`src/tksl_pkg.sv`:
```
// Shared types and constants for the bounded top-k sorted list.
// No dependencies; every other file of the block imports this package.
`timescale 1ns / 1ps

package tksl_pkg;

  // Field widths fixed by the item format
  localparam int unsigned KeyW     = 32;
  localparam int unsigned TagW     = 16;
  localparam int unsigned CountW   = 7;
  localparam int unsigned PosW     = 6;
  localparam int unsigned RidxW    = 6;
  localparam int unsigned FuncW    = 2;
  localparam int unsigned DepthDef = 64;

  // Configuration port
  localparam int unsigned PaddrW   = 3;
  localparam int unsigned PdataW   = 32;
  localparam logic [CountW-1:0] CapacityRst = 7'd64;

  // Request operation codes; the fourth code is a no-op
  typedef enum logic [FuncW-1:0] {
    FUNC_INSERT = 2'd0,
    FUNC_READ   = 2'd1,
    FUNC_CLEAR  = 2'd2
  } func_e;

  // Register indexes (paddr[2])
  typedef enum logic {
    REG_CAPACITY = 1'b0,
    REG_MODE     = 1'b1
  } reg_e;

  // Memory read address source
  typedef enum logic [1:0] {
    RD_SCAN  = 2'd0,
    RD_SHIFT = 2'd1,
    RD_INDEX = 2'd2
  } rd_sel_e;

  // One stored list entry
  typedef struct packed {
    logic [KeyW-1:0] key;
    logic [TagW-1:0] tag_first;
    logic [TagW-1:0] tag_second;
  } entry_t;

  // Controller to datapath
  typedef struct packed {
    logic    capture;
    logic    rd_en;
    rd_sel_e rd_sel;
    logic    scan_next;
    logic    shift_init;
    logic    shift_wr;
    logic    place;
    logic    load_result;
  } ctrl_cmd_t;

  // Datapath to controller
  typedef struct packed {
    logic is_insert;
    logic is_read;
    logic scan_end;
    logic better;
    logic shift_done;
    logic room;
  } dp_stat_t;

endpackage

```
`src/tksl_ctrl.sv`:
```
// Controller of the top-k sorted list: sequences scan, shift and placement,
// and owns both handshakes. Depends on tksl_pkg.
`timescale 1ns / 1ps

module tksl_ctrl (
  input  logic                 clk_i,
  input  logic                 rst_ni,
  input  logic                 in_valid_i,
  output logic                 in_ready_o,
  output logic                 out_valid_o,
  input  logic                 out_ready_i,
  input  tksl_pkg::dp_stat_t   stat_i,
  output tksl_pkg::ctrl_cmd_t  cmd_o
);
  import tksl_pkg::*;

  typedef enum logic [6:0] {
    ST_IDLE      = 7'b0000001,
    ST_SCAN_CHK  = 7'b0000010,
    ST_SCAN_CMP  = 7'b0000100,
    ST_SHIFT_CHK = 7'b0001000,
    ST_SHIFT_WR  = 7'b0010000,
    ST_PLACE     = 7'b0100000,
    ST_DONE      = 7'b1000000
  } state_e;

  state_e state_q, state_d;
  logic   out_valid_q, out_valid_d;

  // Next state and commands
  always_comb begin
    state_d    = state_q;
    cmd_o      = '0;
    cmd_o.rd_sel = RD_SCAN;
    in_ready_o = 1'b0;
    case (state_q)
      ST_IDLE: begin
        in_ready_o = 1'b1;
        if (in_valid_i) begin
          cmd_o.capture = 1'b1;
          state_d       = ST_SCAN_CHK;
        end
      end
      ST_SCAN_CHK: begin
        if (stat_i.is_insert) begin
          if (stat_i.scan_end) begin
            state_d = stat_i.room ? ST_PLACE : ST_DONE;
          end else begin
            cmd_o.rd_en  = 1'b1;
            cmd_o.rd_sel = RD_SCAN;
            state_d      = ST_SCAN_CMP;
          end
        end else if (stat_i.is_read) begin
          cmd_o.rd_en  = 1'b1;
          cmd_o.rd_sel = RD_INDEX;
          state_d      = ST_DONE;
        end else begin
          state_d = ST_DONE;
        end
      end
      ST_SCAN_CMP: begin
        if (stat_i.better) begin
          cmd_o.shift_init = 1'b1;
          state_d          = ST_SHIFT_CHK;
        end else begin
          cmd_o.scan_next = 1'b1;
          state_d         = ST_SCAN_CHK;
        end
      end
      ST_SHIFT_CHK: begin
        if (stat_i.shift_done) begin
          state_d = ST_PLACE;
        end else begin
          cmd_o.rd_en  = 1'b1;
          cmd_o.rd_sel = RD_SHIFT;
          state_d      = ST_SHIFT_WR;
        end
      end
      ST_SHIFT_WR: begin
        cmd_o.shift_wr = 1'b1;
        state_d        = ST_SHIFT_CHK;
      end
      ST_PLACE: begin
        cmd_o.place = 1'b1;
        state_d     = ST_DONE;
      end
      ST_DONE: begin
        // Hold until the response register is free
        if (!out_valid_q || out_ready_i) begin
          cmd_o.load_result = 1'b1;
          state_d           = ST_IDLE;
        end
      end
      default: begin
        state_d = ST_IDLE;
      end
    endcase
  end

  // Response valid: set on load, drop when taken
  always_comb begin
    out_valid_d = out_valid_q;
    if (cmd_o.load_result) begin
      out_valid_d = 1'b1;
    end else if (out_ready_i) begin
      out_valid_d = 1'b0;
    end
  end

  always_ff @(posedge clk_i or negedge rst_ni) begin
    if (!rst_ni) begin
      state_q     <= ST_IDLE;
      out_valid_q <= 1'b0;
    end else begin
      state_q     <= state_d;
      out_valid_q <= out_valid_d;
    end
  end

  assign out_valid_o = out_valid_q;

endmodule

```
`config.mk`:
```
export PLATFORM = sky130hd
export DESIGN_NAME = tksl_ctrl
export DESIGN_NICKNAME = d
export VERILOG_FILES = /design/src/tksl_pkg.sv /design/src/tksl_ctrl.sv
export SDC_FILE = /design/constraint.sdc
export NUM_CORES = 1
export LEC_CHECK = 0
export BUFFER_PORTS_ARGS = -buffer_cell sky130_fd_sc_hd__buf_4
export CORE_AREA = 2 2 39 41
export CTS_BUF_LIST = sky130_fd_sc_hd__clkbuf_4 sky130_fd_sc_hd__clkbuf_8 sky130_fd_sc_hd__clkbuf_16
export DETAILED_ROUTE_END_ITERATION = 10
export DIE_AREA = 0 0 41 43
export MAX_ROUTING_LAYER = met4
export PLACE_DENSITY = 0.73
export SYNTH_ARGS = -nofsm -noshare
export SYNTH_HDL_FRONTEND = slang
export SYNTH_SLANG_ARGS = --single-unit
```
`constraint.sdc`:
```
create_clock -name clk_i -period 3.4 [get_ports clk_i]
set_clock_uncertainty 0.05 [all_clocks]
set_input_delay 0.34 -clock clk_i [delete_from_list [all_inputs] [get_ports clk_i]]
set_output_delay 0.34 -clock clk_i [all_outputs]
set_load 0.01 [all_outputs]
```
# ---- Yosys cells after proc, flatten, opt, wreduce, memory -nomap -nowiden
# Index checks and enable logic that the tools add are counted.
dict set report totals {
  input_bits 10
  output_inout_bits 11
  wordCells 40
  reg_bits 8
}
dict set report classes {
  reduce_logical 4
  eq_ne 9
  n_mux 25
}
# op count
set ops {}
lappend ops {{case mux 7 bit (7 select lines)} 1}
lappend ops {{two-way mux 7 bit} 5}
lappend ops {{two-way mux 3 bit} 4}
lappend ops {{two-way mux 1 bit} 11}
lappend ops {{equality test 7 x 1 -> 1 bit, second input constant} 1}
lappend ops {{equality test 7 x 2 -> 1 bit, second input constant} 1}
lappend ops {{equality test 7 x 3 -> 1 bit, second input constant} 1}
lappend ops {{equality test 7 x 4 -> 1 bit, second input constant} 1}
lappend ops {{equality test 7 x 5 -> 1 bit, second input constant} 1}
lappend ops {{equality test 7 x 6 -> 1 bit, second input constant} 1}
lappend ops {{equality test 7 bit, second input constant} 1}
lappend ops {{two-way mux 6 bit} 1}
lappend ops {{case mux 3 bit (2 select lines)} 1}
lappend ops {{two-way mux 4 bit} 1}
lappend ops {{inequality test 2 bit, second input constant} 2}
lappend ops {{two-way mux 2 bit} 1}
lappend ops {{AND reduction 2 bit} 1}
lappend ops {{nonzero test 2 bit} 1}
lappend ops {{zero test 1 bit} 1}
lappend ops {{logical OR 1 bit} 1}

# ---- Depth between registers and ports, before layout
dict set report logic_depth {
  depth_word 5
  depth_mapped 5
  depth_no_buf 4
}

# ---- Worst setup path after synthesis
# No wires, ideal clock.
dict set report synth_path {
  path_kind {register -> output}
  startpoint {reg state_q[4]}
  endpoint {out cmd_o[7] (netlist name)}
  t_arrival_ns 1.454
  t_required_ns 3.010
  stages_incl_launch_ff 4
  setup_slack_ns 1.556
  n_path_buf 0
  path_cell_list {dfrtp_1 or4_4 nor4_4 o21bai_1}
}
# item line_no
set synth_rtl {}
lappend synth_rtl {{start: declaration} tksl_ctrl.sv:27} ;# state_e state_q, state_d;
lappend synth_rtl {{start signal: assignment} tksl_ctrl.sv:115} ;# state_q <= state_d;
lappend synth_rtl {{end: declaration} tksl_ctrl.sv:13} ;# output tksl_pkg::ctrl_cmd_t cmd_o

==> run_summary.xml <==
<?xml version="1.0" encoding="UTF-8"?>
<metrics>
  <group name="run_status">
    <metric name="run_status" unit="">finished, final reports clean</metric>
  </group>
  <group name="floorplan">
    <metric name="die_height" unit="µm">43</metric>
    <metric name="die_area" unit="µm²">1760</metric>
    <metric name="initial_core_util" unit="">0.429</metric>
    <metric name="core_area" unit="µm²">1380</metric>
    <metric name="row_count" unit="">14</metric>
    <metric name="die-width" unit="µm">41</metric>
    <metric name="ios" unit="">21</metric>
  </group>
  <group name="hold_path">
    <metric name="hp-class" unit="">primary input to flop</metric>
    <metric name="hp-start" unit="">in_valid_i</metric>
    <metric name="holdPathEnd" unit="">state_q[0]$_DFFE_PN1P_</metric>
    <metric name="worstHoldPathCells" unit="">2</metric>
  </group>
  <group name="drt">
    <metric name="vias_per_cell" unit="">5.71</metric>
    <metric name="vias" unit="">548</metric>
    <metric name="antenna_left" unit="">0</metric>
    <metric name="firstDrtPassIters" unit="">3</metric>
    <metric name="aggregate_routed_wire_length" unit="µm">1340</metric>
    <metric name="drt_drc_violations_left" unit="">0</metric>
    <metric name="drt_iter0_drc" unit="">7</metric>
    <metric name="detail_route.wl_per_cell" unit="µm">14.0</metric>
  </group>
  <group name="clocking">
    <metric name="tritoncts" unit="">done</metric>
    <metric name="clk_latency" unit="ps">260</metric>
    <metric name="cts-buffers-inserted" unit="">3</metric>
    <metric name="number_of_levels_the_h_tree_was_split_into" unit="">1</metric>
    <metric name="max_root_sink_buffers" unit="">2</metric>
    <metric name="clkSinkCount" unit="">8</metric>
    <metric name="root_buffer" unit="">clkbuf_4</metric>
    <metric name="worst_setup_hold_path_clk_slew" unit="ps">60</metric>
    <metric name="cts_resized" unit="">0</metric>
  </group>
  <group name="place">
    <metric name="portBuffers" unit="">20</metric>
    <metric name="pre_cts_slack" unit="ps">1470</metric>
    <metric name="detailed_place_hpwl" unit="µm">1040</metric>
    <metric name="gpl.final_weighted_congestion" unit="">0.726</metric>
    <metric name="place_inst" unit="">91</metric>
  </group>
  <group name="worst_setup_path">
    <metric name="critical_path_required" unit="ps">3010</metric>
    <metric name="r2r_end" unit="">state_q[0]$_DFFE_PN1P_</metric>
    <metric name="crit_arrival" unit="ps">1810</metric>
    <metric name="timing.critical_path.from_type" unit="">flop</metric>
    <metric name="reg2reg_depth" unit="">3</metric>
    <metric name="cp-end-kind" unit="">primary output</metric>
    <metric name="category_of_the_most_critical_setup_path" unit="">flop to primary output</metric>
    <metric name="reg2reg_slack" unit="ps">1680</metric>
    <metric name="timing.rr.start" unit="">state_q[3]$_DFFE_PN0P_</metric>
    <metric name="crit_path_max_fanout" unit="">7</metric>
  </group>
  <group name="synthesis">
    <metric name="yosysSeqAreaShare" unit="">0.339</metric>
    <metric name="syn_nets" unit="">68</metric>
    <metric name="syn-cell-area" unit="µm²">594</metric>
    <metric name="synthCells" unit="">58</metric>
    <metric name="avgSynthCellArea" unit="µm²">10.2</metric>
    <metric name="synth-seq-cells" unit="">8</metric>
    <metric name="ys_types" unit="">34</metric>
    <metric name="synthesis.yosys.warnings" unit="">0</metric>
  </group>
  <group name="sta">
    <metric name="rsz0062_at_grt" unit="">false</metric>
    <metric name="slew_viol_final" unit="">0</metric>
    <metric name="timing.max_slew.rel_slack" unit="">0.707</metric>
    <metric name="totalNegativeSetupSlack" unit="ps">0</metric>
    <metric name="layout_setup_ws" unit="ps">1200</metric>
    <metric name="fin_crit_sh" unit="">0.648</metric>
    <metric name="fin_crit" unit="ps">2200</metric>
    <metric name="actual_transition_at_the_worst_max_transition_pin" unit="ps">440</metric>
    <metric name="fmax" unit="MHz">454</metric>
    <metric name="setup_viol" unit="">0</metric>
    <metric name="final_hold_viol_count" unit="">0</metric>
    <metric name="hold-worst-slack" unit="ps">198</metric>
  </group>
  <group name="grt">
    <metric name="grt.total_usage" unit="">0.182</metric>
    <metric name="peak_usage_layer_in_the_global_routing_report" unit="">met2</metric>
    <metric name="groute.layer.met1.usage" unit="">0.254</metric>
    <metric name="grt_util_met2" unit="">0.259</metric>
    <metric name="grt_start_max_net_pins" unit="">12</metric>
    <metric name="gr-total-overflow" unit="">0</metric>
    <metric name="first_global_vias" unit="">516</metric>
    <metric name="met3_usage" unit="">0.0314</metric>
    <metric name="antenna_violations_before_repair" unit="">0</metric>
    <metric name="grt_first_pass_wirelength" unit="µm">2150</metric>
  </group>
  <group name="cells_and_area">
    <metric name="antenna_cells_inserted" unit="">0</metric>
    <metric name="mostFrequentLayoutCell" unit="">buf_4</metric>
    <metric name="num-nets-final" unit="">91</metric>
    <metric name="drive_above_1_share" unit="">0.388</metric>
    <metric name="finish.cell_count_without_fillers" unit="">96</metric>
    <metric name="areaGrowthSynthToFinish" unit="%">32.6</metric>
    <metric name="layout.cells.most_common_list" unit="">20 x buf_4, 7 x dfrtp_1, 4 x inv_1, 4 x clkbuf_4</metric>
    <metric name="fillerInstances" unit="">126</metric>
    <metric name="postLayoutCoreUtil" unit="">0.570</metric>
  </group>
  <group name="power_and_ir_drop">
    <metric name="max-vdd-ir-drop" unit="mV">0.302</metric>
    <metric name="leakage" unit="µW">0.000353</metric>
    <metric name="cellPowerDensity" unit="nW/µm²">556</metric>
  </group>
  <group name="run">
    <metric name="max_cap_viol_count" unit="">0</metric>
  </group>
</metrics>
-- state kept, by name, indices dropped and copies added, names as in the netlist --
signal       flops
state_q          7
out_valid_o      1
-- cells in the mapped netlist --
cell / instances / area, µm²
dfrtp_1: 7 / 175
inv_1: 4 / 15.0
nor2_1: 3 / 11.3
nor4_1: 3 / 18.8
o21ai_0: 3 / 15.0
a31o_1: 2 / 17.5
nand2b_1: 2 / 12.5
nand3b_1: 2 / 15.0
nand4b_1: 2 / 17.5
nor2b_1: 2 / 12.5
nor3_1: 2 / 10.0
nor3b_1: 2 / 15.0
nor4b_4: 2 / 47.6
or4_4: 2 / 22.5
a2111oi_2: 1 / 15.0
a21boi_0: 1 / 7.51
a21o_1: 1 / 7.51
a21oi_1: 1 / 5.00
and2_1: 1 / 6.26
and3_1: 1 / 6.26
buf_2: 1 / 5.00
buf_4: 1 / 7.51
clkbuf_1: 1 / 3.75
dfstp_2: 1 / 26.3
mux2i_1: 1 / 10.0
nand4_1: 1 / 6.26
nand4bb_1: 1 / 11.3
nor4_4: 1 / 21.3
o211a_1: 1 / 10.0
o21bai_1: 1 / 7.51
o32ai_1: 1 / 8.76
or3_1: 1 / 6.26
xnor2_1: 1 / 8.76
xor2_1: 1 / 8.76
-- area by class of cell --
class / count / area (µm²) / area share
multi-input combinational: 43 / 362 / 0.459
sequential: 8 / 201 / 0.256
timing repair buffer: 21 / 160 / 0.203
clock buffer: 4 / 30.0 / 0.0381
tap: 16 / 20.0 / 0.0254
inverter: 4 / 15.0 / 0.0190
-- power by group --
part | internal (µW) | switching [µW] | total (µW)
clock | 53.0 | 34.6 | 87.6
combinational | 97.9 | 90.6 | 189
sequential | 118 | 44.4 | 162
-- worst max-delay path, cell delays in order, from the launching register on --
cell      delay, ps
dfrtp_1         460
or4_4           580
nor4_4          240
o21bai_1        140
buf_4           140
-- metal layers --
layer / wire length, µm / part of all wire
met5: 0 / 0
met4: 11 / 0.0082
met3: 78 / 0.058
met2: 616 / 0.46
met1: 636 / 0.47
-- worst max-delay path by stage --
stage               slack, ps  cells after the start                    from        to
floorplan                1560                      3  state_q[4]$_DFFE_PN0P_  cmd_o[7]
global placement         1480                      4  state_q[4]$_DFFE_PN0P_  cmd_o[7]
detailed placement       1470                      4  state_q[4]$_DFFE_PN0P_  cmd_o[7]
CTS                      1180                      4  state_q[4]$_DFFE_PN0P_  cmd_o[7]
global route             1120                      4  state_q[4]$_DFFE_PN0P_  cmd_o[7]
finish                   1200                      4  state_q[4]$_DFFE_PN0P_  cmd_o[7]
-- metrics by stage --
| stage | total power [µW] | area, µm² |
|---|---|---|
| after floorplan | 284 | 594 |
| after global placement | 346 | 748 |
| after detailed placement | 351 | 748 |
| after CTS | 441 | 788 |
| after global routing | 466 | 788 |
| final | 438 | 788 |
-- kinds of logic (layout without fill, tap and decap cells) --
family | Yosys count | after routing | synth area share
compound gates | 12 | 12 | 0.158
flops | 8 | 8 | 0.339
xor+xnor | 2 | 2 | 0.0295
mux | 1 | 1 | 0.0168
simple gates | 28 | 28 | 0.404
buf+inv | 7 | 29 | 0.0526
-- repair_timing --
action | 4_1_cts | 5_1_grt
hold endpoints to repair | 7 | 0
hold buffers | 1 | 0
endpoints found under the setup margin | 0 | 0
setup buffers | 0 | 0
No activity file was read; power rests on OpenSTA's default activity.
