File: config.mk
export PLATFORM = sky130hd
export DESIGN_NAME = tksl_cfg
export DESIGN_NICKNAME = d
export VERILOG_FILES = /design/src/tksl_pkg.sv /design/src/tksl_cfg.sv
export SDC_FILE = /design/constraint.sdc
export NUM_CORES = 1
export LEC_CHECK = 0
export ABC_CLOCK_PERIOD_IN_PS = 2620
export BUFFER_PORTS_ARGS = -buffer_cell sky130_fd_sc_hd__buf_4
export CELL_PAD_IN_SITES_DETAIL_PLACEMENT = 1
export CELL_PAD_IN_SITES_GLOBAL_PLACEMENT = 2
export CORE_MARGIN = 1
export CORE_UTILIZATION = 15
export CTS_BUF_LIST = sky130_fd_sc_hd__clkbuf_4 sky130_fd_sc_hd__clkbuf_8
export DETAILED_ROUTE_END_ITERATION = 8
export PLACE_DENSITY = 0.82
export SETUP_SLACK_MARGIN = 0.15
export SYNTH_ARGS = -nofsm -noshare
export SYNTH_HDL_FRONTEND = slang
export SYNTH_SLANG_ARGS = --single-unit
File: constraint.sdc
create_clock -name clk_i -period 2.62 [get_ports clk_i]
set_clock_uncertainty 0.2 [all_clocks]
set_input_delay 0.262 -clock clk_i [delete_from_list [all_inputs] [get_ports clk_i]]
set_output_delay 0.262 -clock clk_i [all_outputs]
set_load 0.1 [all_outputs]
File: src/tksl_pkg.sv
// Shared types and constants for the bounded top-k sorted list.
// No dependencies; every other file of the block imports this package.
`timescale 1ns / 1ps

package tksl_pkg;

  // Field widths fixed by the item format
  localparam int unsigned KeyW     = 32;
  localparam int unsigned TagW     = 16;
  localparam int unsigned CountW   = 7;
  localparam int unsigned PosW     = 6;
  localparam int unsigned RidxW    = 6;
  localparam int unsigned FuncW    = 2;
  localparam int unsigned DepthDef = 64;

  // Configuration port
  localparam int unsigned PaddrW   = 3;
  localparam int unsigned PdataW   = 32;
  localparam logic [CountW-1:0] CapacityRst = 7'd64;

  // Request operation codes; the fourth code is a no-op
  typedef enum logic [FuncW-1:0] {
    FUNC_INSERT = 2'd0,
    FUNC_READ   = 2'd1,
    FUNC_CLEAR  = 2'd2
  } func_e;

  // Register indexes (paddr[2])
  typedef enum logic {
    REG_CAPACITY = 1'b0,
    REG_MODE     = 1'b1
  } reg_e;

  // Memory read address source
  typedef enum logic [1:0] {
    RD_SCAN  = 2'd0,
    RD_SHIFT = 2'd1,
    RD_INDEX = 2'd2
  } rd_sel_e;

  // One stored list entry
  typedef struct packed {
    logic [KeyW-1:0] key;
    logic [TagW-1:0] tag_first;
    logic [TagW-1:0] tag_second;
  } entry_t;

  // Controller to datapath
  typedef struct packed {
    logic    capture;
    logic    rd_en;
    rd_sel_e rd_sel;
    logic    scan_next;
    logic    shift_init;
    logic    shift_wr;
    logic    place;
    logic    load_result;
  } ctrl_cmd_t;

  // Datapath to controller
  typedef struct packed {
    logic is_insert;
    logic is_read;
    logic scan_end;
    logic better;
    logic shift_done;
    logic room;
  } dp_stat_t;

endpackage

File: src/tksl_cfg.sv
// APB-style configuration registers: capacity and ordering mode.
// Depends on tksl_pkg.
`timescale 1ns / 1ps

module tksl_cfg (
  input  logic                          clk_i,
  input  logic                          rst_ni,
  input  logic                          psel,
  input  logic                          penable,
  input  logic                          pwrite,
  input  logic [tksl_pkg::PaddrW-1:0]   paddr,
  input  logic [tksl_pkg::PdataW-1:0]   pwdata,
  output logic [tksl_pkg::PdataW-1:0]   prdata,
  output logic                          pready,
  output logic [tksl_pkg::CountW-1:0]   capacity_o,
  output logic                          keep_smallest_o
);
  import tksl_pkg::*;

  logic [CountW-1:0] capacity_q;
  logic              mode_q;
  logic              wr_en;
  reg_e              reg_sel;

  assign pready  = 1'b1;
  assign wr_en   = psel & penable & pwrite;
  assign reg_sel = reg_e'(paddr[2]);

  // Write on the access cycle
  always_ff @(posedge clk_i or negedge rst_ni) begin
    if (!rst_ni) begin
      capacity_q <= CapacityRst;
      mode_q     <= 1'b0;
    end else if (wr_en) begin
      case (reg_sel)
        REG_CAPACITY: capacity_q <= pwdata[CountW-1:0];
        REG_MODE:     mode_q     <= pwdata[0];
        default:      ;
      endcase
    end
  end

  // Read back
  always_comb begin
    case (reg_sel)
      REG_CAPACITY: prdata = PdataW'(capacity_q);
      REG_MODE:     prdata = PdataW'(mode_q);
      default:      prdata = '0;
    endcase
  end

  assign capacity_o      = capacity_q;
  assign keep_smallest_o = mode_q;

endmodule

* After elaboration in Yosys (flattened, before gate mapping)
Index checks and enable logic that the tools add are counted.
** Cells by class
- Mux-type cells :: 1
- Bitwise logic cells :: 3
- Reductions and logical operators :: 2
** Operators by type and width (count)
- 32-bit case mux with 2 select lines :: 1
- 2-bit AND reduction :: 2
- 1-bit AND :: 2
- 1-bit NOT :: 1
** Word-level totals
- Register bits :: 8
- Bits of input ports :: 40
- Output and inout port bits :: 41
- Logic and storage cells :: 8

* Longest topological paths before layout
Gate-level depths: netlist of the first run.
- Depth after elaboration :: 3
- Depth in mapped cells :: 2
- Depth with buffers taken out :: 2

* Worst setup path before layout of the first run
No wires, ideal clock.
- Kind :: register -> output
- Start point :: register mode_q (netlist: keep_smallest_o)
- End point :: output prdata[0] (netlist bit)
- Arrival :: 1565 ps
- Required time :: 2158 ps
- Slack :: 593 ps
- Cell stages (with the launch flop) :: 2
- Path buffers :: 0
- Path through :: dfrtp_1 mux2_2
** Between the ends
- Word-level cells in the longest chain between the ends :: 1
** Ends and longest elaborated chain
- from (decl) :: line tksl_cfg.sv:21 : logic mode_q;
- from (signal assigned) :: line tksl_cfg.sv:37 : REG_MODE: mode_q <= pwdata[0];
- 32-bit case mux with 2 select lines :: line tksl_cfg.sv:45 : case (reg_sel)
- to (decl) :: line tksl_cfg.sv:13 : output logic [tksl_pkg::PdataW-1:0] prdata,
Every way passes these cells. The select of a mux whose other input is x is not followed.

* Final worst setup path of the first run
- Start point :: register capacity_q[6] (netlist: capacity_o[6])
- End point :: output prdata[6] (netlist bit)
** Between the ends
- Word-level cells in the longest chain between the ends :: 1
** Ends and longest elaborated chain
- from (decl) :: line tksl_cfg.sv:20 : logic [CountW-1:0] capacity_q;
- from (signal assigned) :: line tksl_cfg.sv:32 : capacity_q <= CapacityRst;
- from (signal assigned) :: line tksl_cfg.sv:36 : REG_CAPACITY: capacity_q <= pwdata[CountW-1:0];
- 32-bit case mux with 2 select lines :: line tksl_cfg.sv:45
Every way passes these cells. The select of a mux whose other input is x is not followed.

==> metrics.cfg, run 1 <==
[power]
p_sw_share_pct = 61.59
power_density_mw_per_mm2 = 1199
p_int_uw = 370.4
p_sw_uw = 593.9
power_frac_comb_pct = 65.1
power_uw = 964.4
ir_worst_vdd_mv = 0.1982
seqPwrFrac_pct = 17.9
power_leakage_nw = 0.4285
clkPwrFrac_pct = 17.0

[global_routing]
met2_usage_pct = 12.24
grt_max_degree = 10
grtUsageMet3_pct = 2.289
antenna_found_initial = 0
grt_pass1_wl_um = 1842
gr-total-overflow = 0
grt_usage_pct = 6.070
grt_pass1_vias = 376
grtUsageMet1_pct = 4.883
busiest_layer = met2

[synthesis]
yosysTopAreaCellShare_pct = 33.19
synthTopCellsByArea = buf_4, dfrtp_1, mux2_2, and2b_2, dfstp_2
synth-edff-count = 0
synthArstFlopShare_pct = 100.0
avgSynthCellArea_um2 = 11.10
synthCells = 53
ys_ff_latch = 8
ys_warn_count = 0
ys_types = 8
yosysMostFrequentCell = buf_4
ys_seq_area_share_pct = 34.26
synth_common_cells = buf_4, mux2_2, dfrtp_1
synthFlopType = dfrtp_1
synth_top_cell_by_area = buf_4
netlist_area_um2 = 588.1

[clock_tree]
cts_tree = built
cts_htree_levels = 1
clock_path_buffers = 2
clk_pin_slew_ps = 40
clk_latency_ps = 220
cts_root_buffer = clkbuf_8
cts_buffers = 3
clock_sinks = 8

[setup_path]
end_kind = output port
cp.required_ps = 2160
arrival_ps = 1170
rrSetupSlack_ps = 1650
rr_worst_depth = 1
reg2reg_from = capacity_o[5]$_DFFE_PN0P_
critPathKind = reg -> out
crit_path_start = capacity_o[6]$_DFFE_PN1P_
worst_setup_path_start_kind = flip-flop
path_max_fanout = 3
r2r_end = capacity_o[5]$_DFFE_PN0P_

[timing]
timing.final.hold_violations = 0
fmax_ghz = 0.6141
finalCritPeriodShare_pct = 62.15
rsz0062_at_grt = false
setup_tns_ps = 0
slew_viol_final = 0
fin_crit_ps = 1628
setup_viol = 0

[place]
gp_congestion = 0.6962
port_buffers = 27
dp_cells = 126

[finish]
areaGrowthSynthToFinish_pct = 36.81
num-nets-final = 124
fin_cells = 131
antenna_cells = 0
fill_cells = 439
drive_above_1_share_pct = 57.83
fin_util_pct = 21.65

[run]
cap_violations = 0

[min_path]
hold_path.class = in -> reg
hold_depth = 2
hold_path_end = capacity_o[4]$_DFFE_PN0P_
hp-start = pwdata[4]

[outcome]
status = finished, final reports clean

[drt]
wl_per_cell_um = 8.977
viasPerCell = 2.924
vias = 383
drc = 0
routed_wl_um = 1176
ant_nets = 0
drtIter0Drc = 3
first_pass_iters = 2

[floorplanning]
core_mm2 = 0.003716
ioPinCount = 81
num_rows = 22
die_h_um = 64.62
die_x_um = 64.62
initial_core_util_pct = 15.82
die-area_mm2 = 0.004175

[cells by family (layout without fill, tap and decap cells)]
logic type             after synthesis  after routing  synth area share (%)
buffers and inverters               26             32                 33.19
muxes                                9              9                 17.23
DFF                                  8              8                 34.26
and+or+nand+nor                      8              8                 14.04
other                                2             26                 1.277
[what timing repair did]
| action | 4_1_cts | 5_1_grt |
|---|---|---|
| hold buffers | 1 | 0 |
| hold endpoints to repair | 8 | 0 |
| setup buffers | 0 | 0 |
| gates resized for setup | 0 | 0 |
[cells in the final DEF (no fill, tap or decap)]
cell / n
dfstp_2: 1
clkbuf_8: 3
nand4b_4: 1
and2b_2: 6
nand4_1: 1
dlygate4sd3_1: 1
clkbuf_4: 1
conb_1: 26
dfrtp_1: 7
mux2_2: 9
buf_4: 27
[routing by layer]
layer | vias up | share of wire [%]
met5 | - | 0
met4 | 0 | 0.85
met3 | 2 | 5.5
met2 | 16 | 64
met1 | 186 | 30
li1 | 179 | -
[power groups by stage]
stage	Clock (mW)	Combinational, mW	Sequential [mW]
2_1_floorplan	0	0.357	0.374
3_3_place_gp	0	0.626	0.174
3_5_place_dp	0	0.628	0.175
4_1_cts	0.170	0.629	0.174
5_1_grt	0.179	0.641	0.178
6_report	0.164	0.628	0.173
[worst max path at each step]
stage | endpoint | slack (ps)
after floorplan | prdata[0] | 590
after global placement | prdata[0] | 1190
after detailed placement | prdata[0] | 1190
after CTS | prdata[6] | 990
after global routing | prdata[6] | 960
final | prdata[6] | 990
[metrics by stage]
| stage | cell area, µm² | setup WS (ps) | hold WS [ps] |
|---|---|---|---|
| after floorplan | 678.2 | 593.1 | -233.6 |
| after global placement | 745.7 | 1194 | -113.2 |
| after detailed placement | 745.7 | 1189 | -110.4 |
| after CTS | 804.5 | 986.5 | 62.99 |
| after global routing | 804.5 | 963.5 | 69.95 |
| final | 804.5 | 991.7 | 67.13 |
[worst max-delay path, stage by stage, from the launching register on]
cell	delay, ps
dfstp_2	530
and2b_2	140
buf_4	280
[state kept, by name (all words and copies together), names as in the netlist]
name	flops
capacity_o	7
keep_smallest_o	1
[cell type report]
type | count | area [µm²] | area share [%]
clock buffer | 4 | 48.80 | 6.065
multi-input combinational | 43 | 281.5 | 34.99
timing repair buffer | 28 | 212.7 | 26.44
tap | 48 | 60.06 | 7.465
sequential | 8 | 201.4 | 25.04
(Power assumes the default switching activity.)
==> run 2: changes to the inputs <==
- ABC_CLOCK_PERIOD_IN_PS: 2620 -> 1650
- CORE_UTILIZATION: 15 -> 14
- PLACE_DENSITY: 0.82 -> 0.77
- clock period: 2.62 -> 1.65 ns (I/O delays scaled with it)
==> run 2 against run 1 <==
Combinational power up 67%. Worst hold slack better by 40 ps. Clock-buffer cell count unchanged. Setup slack lost 890 ps. Non-clock buffer count up 7. Register-to-register slack got worse by 1000 ps. Cell count grew 6.9%. Critical path type unchanged. Highest routed layer is now met3.
==> metrics.cfg, run 2 (synthesis gave the netlist of run 1 again) <==
[outcome]
status = finished, final reports clean

[global_routing]
grtUsageMet3_pct = 3.938
busiest_layer = met2
grt_pass1_vias = 441
grt_usage_pct = 6.934
grt_pass1_wl_um = 2090
met2_usage_pct = 12.88
grtUsageMet1_pct = 6.468
grt_max_degree = 10
antenna_found_initial = 0
gr-total-overflow = 0

[timing]
fin_crit_ps = 1549
slew_viol_final = 0
rsz0062_at_grt = true
setup_ws_ps = 100.9
setup_viol = 0
timing.final.hold_violations = 0
fmax_ghz = 0.6455
setup_tns_ps = 0
finalCritPeriodShare_pct = 93.89

[place]
gp_congestion = 0.6254
port_buffers = 27
pre_cts_ws_ps = 258.9

[setup_path]
r2r_end = capacity_o[6]$_DFFE_PN1P_
crit_path_start = capacity_o[6]$_DFFE_PN1P_
crit_end = prdata[6]
reg2reg_from = capacity_o[6]$_DFFE_PN1P_
path_max_fanout = 3
critPathKind = reg -> out
arrival_ps = 1180
end_kind = output port
rrSetupSlack_ps = 630
cp.required_ps = 1280
worst_setup_path_start_kind = flip-flop
rr_worst_depth = 1

[drt]
viasPerCell = 3.093
wl_per_cell_um = 10.58
vias = 433
first_pass_iters = 1
drtIter0Drc = 0
drc = 0
ant_nets = 0
routed_wl_um = 1481

[power]
p_sw_share_pct = 60.06
seqPwrFrac_pct = 18.1
clkPwrFrac_pct = 16.8
p_int_uw = 643.5
power_density_mw_per_mm2 = 1749
power_leakage_nw = 0.4568
ir_worst_vdd_mv = 0.7374
p_sw_uw = 967.6
power_frac_comb_pct = 65.1

[floorplanning]
num_rows = 23
ioPinCount = 81
die_x_um = 66.81
initial_core_util_pct = 14.60
core_mm2 = 0.004029
die-area_mm2 = 0.004464
die_h_um = 66.81

[clock_tree]
clk_pin_slew_ps = 50
clock_sinks = 8
cts_root_buffer = clkbuf_8
clk_latency_ps = 230
cts_htree_levels = 1
cts_buffers = 3
clock_path_buffers = 2
cts_tree = built

[min_path]
hold_path.class = in -> async

[finish]
final_common_cell = conb_1
areaGrowthSynthToFinish_pct = 56.60
largest_reg_flops = 7
num-nets-final = 131
drive_above_1_share_pct = 61.11
layout_common_cells = conb_1, buf_4, mux2_2, dlygate4sd3_1, dfrtp_2
antenna_cells = 0

[run]
cap_violations = 0

-- run 2: cell types whose count changed in the layout (fill, tap and decap cells not counted), sizes merged --
cell / delta
dlygate4sd3: +7
-- run 2: area by class of cell --
| type | instances | area (µm²) |
|---|---|---|
| Fill cell | 487 | 3108 |
| Multi-Input combinational cell | 43 | 292.8 |
| Tap cell | 50 | 62.56 |
| Timing Repair Buffer | 35 | 302.8 |
| Sequential cell | 8 | 214.0 |
| Clock buffer | 4 | 48.80 |
-- run 2: how the worst min path moves through the flow --
stage                       start                     endpoint  slack [ps]  cells after the start
after CTS                  rst_ni  keep_smallest_o$_DFFE_PN0P_          80                      2
after floorplan            rst_ni    capacity_o[0]$_DFFE_PN0P_        -330                      0
after global placement     rst_ni  keep_smallest_o$_DFFE_PN0P_        -210                      1
after detailed placement   rst_ni  keep_smallest_o$_DFFE_PN0P_        -200                      1
final                      rst_ni    capacity_o[0]$_DFFE_PN0P_         110                      2
after global routing      penable  keep_smallest_o$_DFFE_PN0P_         110                      3
-- run 2: what timing repair did --
action / 4_1_cts / 5_1_grt
cloned: 0 / 0
setup endpoints to repair: 3 / 3
hold buffers: 8 / 0
buffers inserted: 0 / 0
endpoints found under the hold margin: 16 / 0
gates resized for setup: 4 / 1
-- run 2: critical path, stage by stage, from the launching register on --
cell	delay [ps]
dfstp_4	620
and2b_4	160
buf_12	170
-- run 2: layer usage --
layer	part of all wire, %	wire [µm]
met4	0	0
met3	10	151
met1	37	553
met2	52	775
met5	0	0
-- run 2: power by group through the flow --
stage	logic [mW]	registers (mW)	clock network, mW
floorplan	0.584	0.610	0
global placement	1.01	0.289	0
detailed placement	1.02	0.294	0
CTS	1.05	0.292	0.290
global route	1.07	0.299	0.303
finish	1.05	0.291	0.271
-- run 2: per-stage QoR --
stage	instance area, µm²	hold WS (ps)	utilization (%)	total power [mW]	instances
3_5_place_dp	772.0	-202.4	19.16	1.311	128
3_3_place_gp	772.0	-209.1	19.16	1.299	128
2_1_floorplan	701.9	-330.6	-	1.193	77
4_1_cts	917.1	83.16	22.76	1.629	140
6_report	920.9	107.0	22.86	1.611	140
5_1_grt	920.9	112.9	22.86	1.674	140
==> run 3: changes to the inputs <==
- ABC_CLOCK_PERIOD_IN_PS: 1650 -> 1500
- clock period: 1.65 -> 1.5 ns (I/O delays scaled with it)
==> run 3 against run 2 <==
The flow now finishes with violations (setup timing). Final area rose by 13%. Non-clock buffer count is 3 higher. Cell count rose by 2.1%. Critical path depth unchanged. Critical path type unchanged.
==> metrics.cfg, run 3 (synthesis gave the netlist of run 1 again) <==
[power]
power_mw = 1.908
ir_worst_vdd_mv = 0.6462
power_leakage_nw = 0.4976
power_density_mw_per_mm2 = 1828

[place]
port_buffers = 27
dp.final_hpwl_um = 1074
dp_cells = 128
placed_area_um2 = 784.5
gp_congestion = 0.6018
pre_cts_ws_ps = 137.0

[finish]
largest_reg_flops = 7
layout_common_cells = conb_1, buf_4, mux2_2, dlygate4sd3_1, buf_12
num-nets-final = 134
drive_above_1_share_pct = 62.37
antenna_cells = 0
fill_cells = 454
fin_util_pct = 25.90
areaGrowthSynthToFinish_pct = 77.45
fin_cells = 143
regArea_um2 = 226.5
final_cell_area_mm2 = 0.001044
multiInputGateArea_um2 = 292.8
final_common_cell = conb_1

[drt]
routed_wl_um = 1518
ant_nets = 0
drtIter0Drc = 1
wl_per_cell_um = 10.62
vias = 443
viasPerCell = 3.098
drc = 0
first_pass_iters = 2

[setup_path]
end_kind = output port
crit_path_start = capacity_o[6]$_DFFE_PN1P_
path_max_fanout = 2
arrival_ps = 1160
critPathKind = reg -> out
cp_cell_sequence = and2b_4 > buf_12
worst_setup_path_start_kind = flip-flop
reg2reg_from = capacity_o[6]$_DFFE_PN1P_
slowest_delay_ps = 610
cp.required_ps = 1150
cpMaxStageDelayCell = dfstp_4

[outcome]
status = finished, violations left
violations = setup timing

[floorplanning]
die_x_um = 66.81
core_mm2 = 0.004029
die_h_um = 66.81
num_rows = 23
die-area_mm2 = 0.004464
initial_core_util_pct = 14.60
ioPinCount = 81

[timing]
setup_tns_ps = -12.35
setup_ws_ps = -12.35
finalCritPeriodShare_pct = 100.8
setup_viol = 1
slew_viol_final = 0
rsz0062_at_grt = true
timing.final.hold_violations = 0
fmax_ghz = 0.6612
fin_crit_ps = 1512
whs_ps = 97.62

[global_routing]
antenna_found_initial = 0
met2_usage_pct = 12.25
gr-total-overflow = 0
grtUsageMet1_pct = 7.157
busiest_layer = met2
grt_pass1_wl_um = 2090
grt_pass1_vias = 451
grt_usage_pct = 6.781
grt_max_degree = 10
grtUsageMet3_pct = 3.938

[clock_tree]
cts_root_buffer = clkbuf_8
cts_htree_levels = 1
clock_path_buffers = 2
clk_latency_ps = 230
clock_sinks = 8
cts_buffers = 3
clk_pin_slew_ps = 50
cts_tree = built

[min_path]
hold_path.class = in -> async

[run]
cap_violations = 0

==> run 3: metal layers <==
metal / share of wire [%] / vias to the layer above / wire (µm)
met3: 8.6 / 0 / 130
met2: 54 / 37 / 819
met1: 37 / 205 / 568
met5: 0 / - / 0
met4: 0 / 0 / 0
li1: - / 201 / -
==> run 3: path summary, 6_finish.rpt <==
kind,slack (ps),end,depth (start not counted)
min reg2reg,380,capacity_o[1]$_DFFE_PN0P_,1
max in group asynchronous,790,capacity_o[6]$_DFFE_PN1P_,2
max,-10,prdata[6],2
min in group clk_i,100,keep_smallest_o$_DFFE_PN0P_,3
min,100,capacity_o[0]$_DFFE_PN0P_,2
max reg2reg,380,capacity_o[6]$_DFFE_PN1P_,2
==> run 3: where the power goes <==
group / switching [mW] / internal [mW] / leakage (nW)
Combinational: 0.958 / 0.324 / 0.384
Clock: 0.0943 / 0.203 / 0.0262
Sequential: 0.0336 / 0.294 / 0.0876
Total: 1.09 / 0.821 / 0.498
==> run 3: critical path, delay by kind of cell, from the launching register on <==
kind / cells / cell delay (ps)
flops: 1 / 610
buf+inv: 1 / 170
simple gates: 1 / 160
==> run 3: repair_timing <==
| action | 4_1_cts | 5_1_grt |
|---|---|---|
| endpoints found under the hold margin | 16 | 0 |
| hold buffers | 8 | 0 |
| gates resized for setup | 24 | 2 |
| buffers inserted | 3 | 0 |
| endpoints found under the setup margin | 8 | 10 |
==> run 3: layout make-up <==
cell class                 instances  area share, %
sequential                         8          21.70
timing repair buffer              38          39.57
multi-input combinational         43          28.06
tap                               50          5.995
clock buffer                       4          4.676
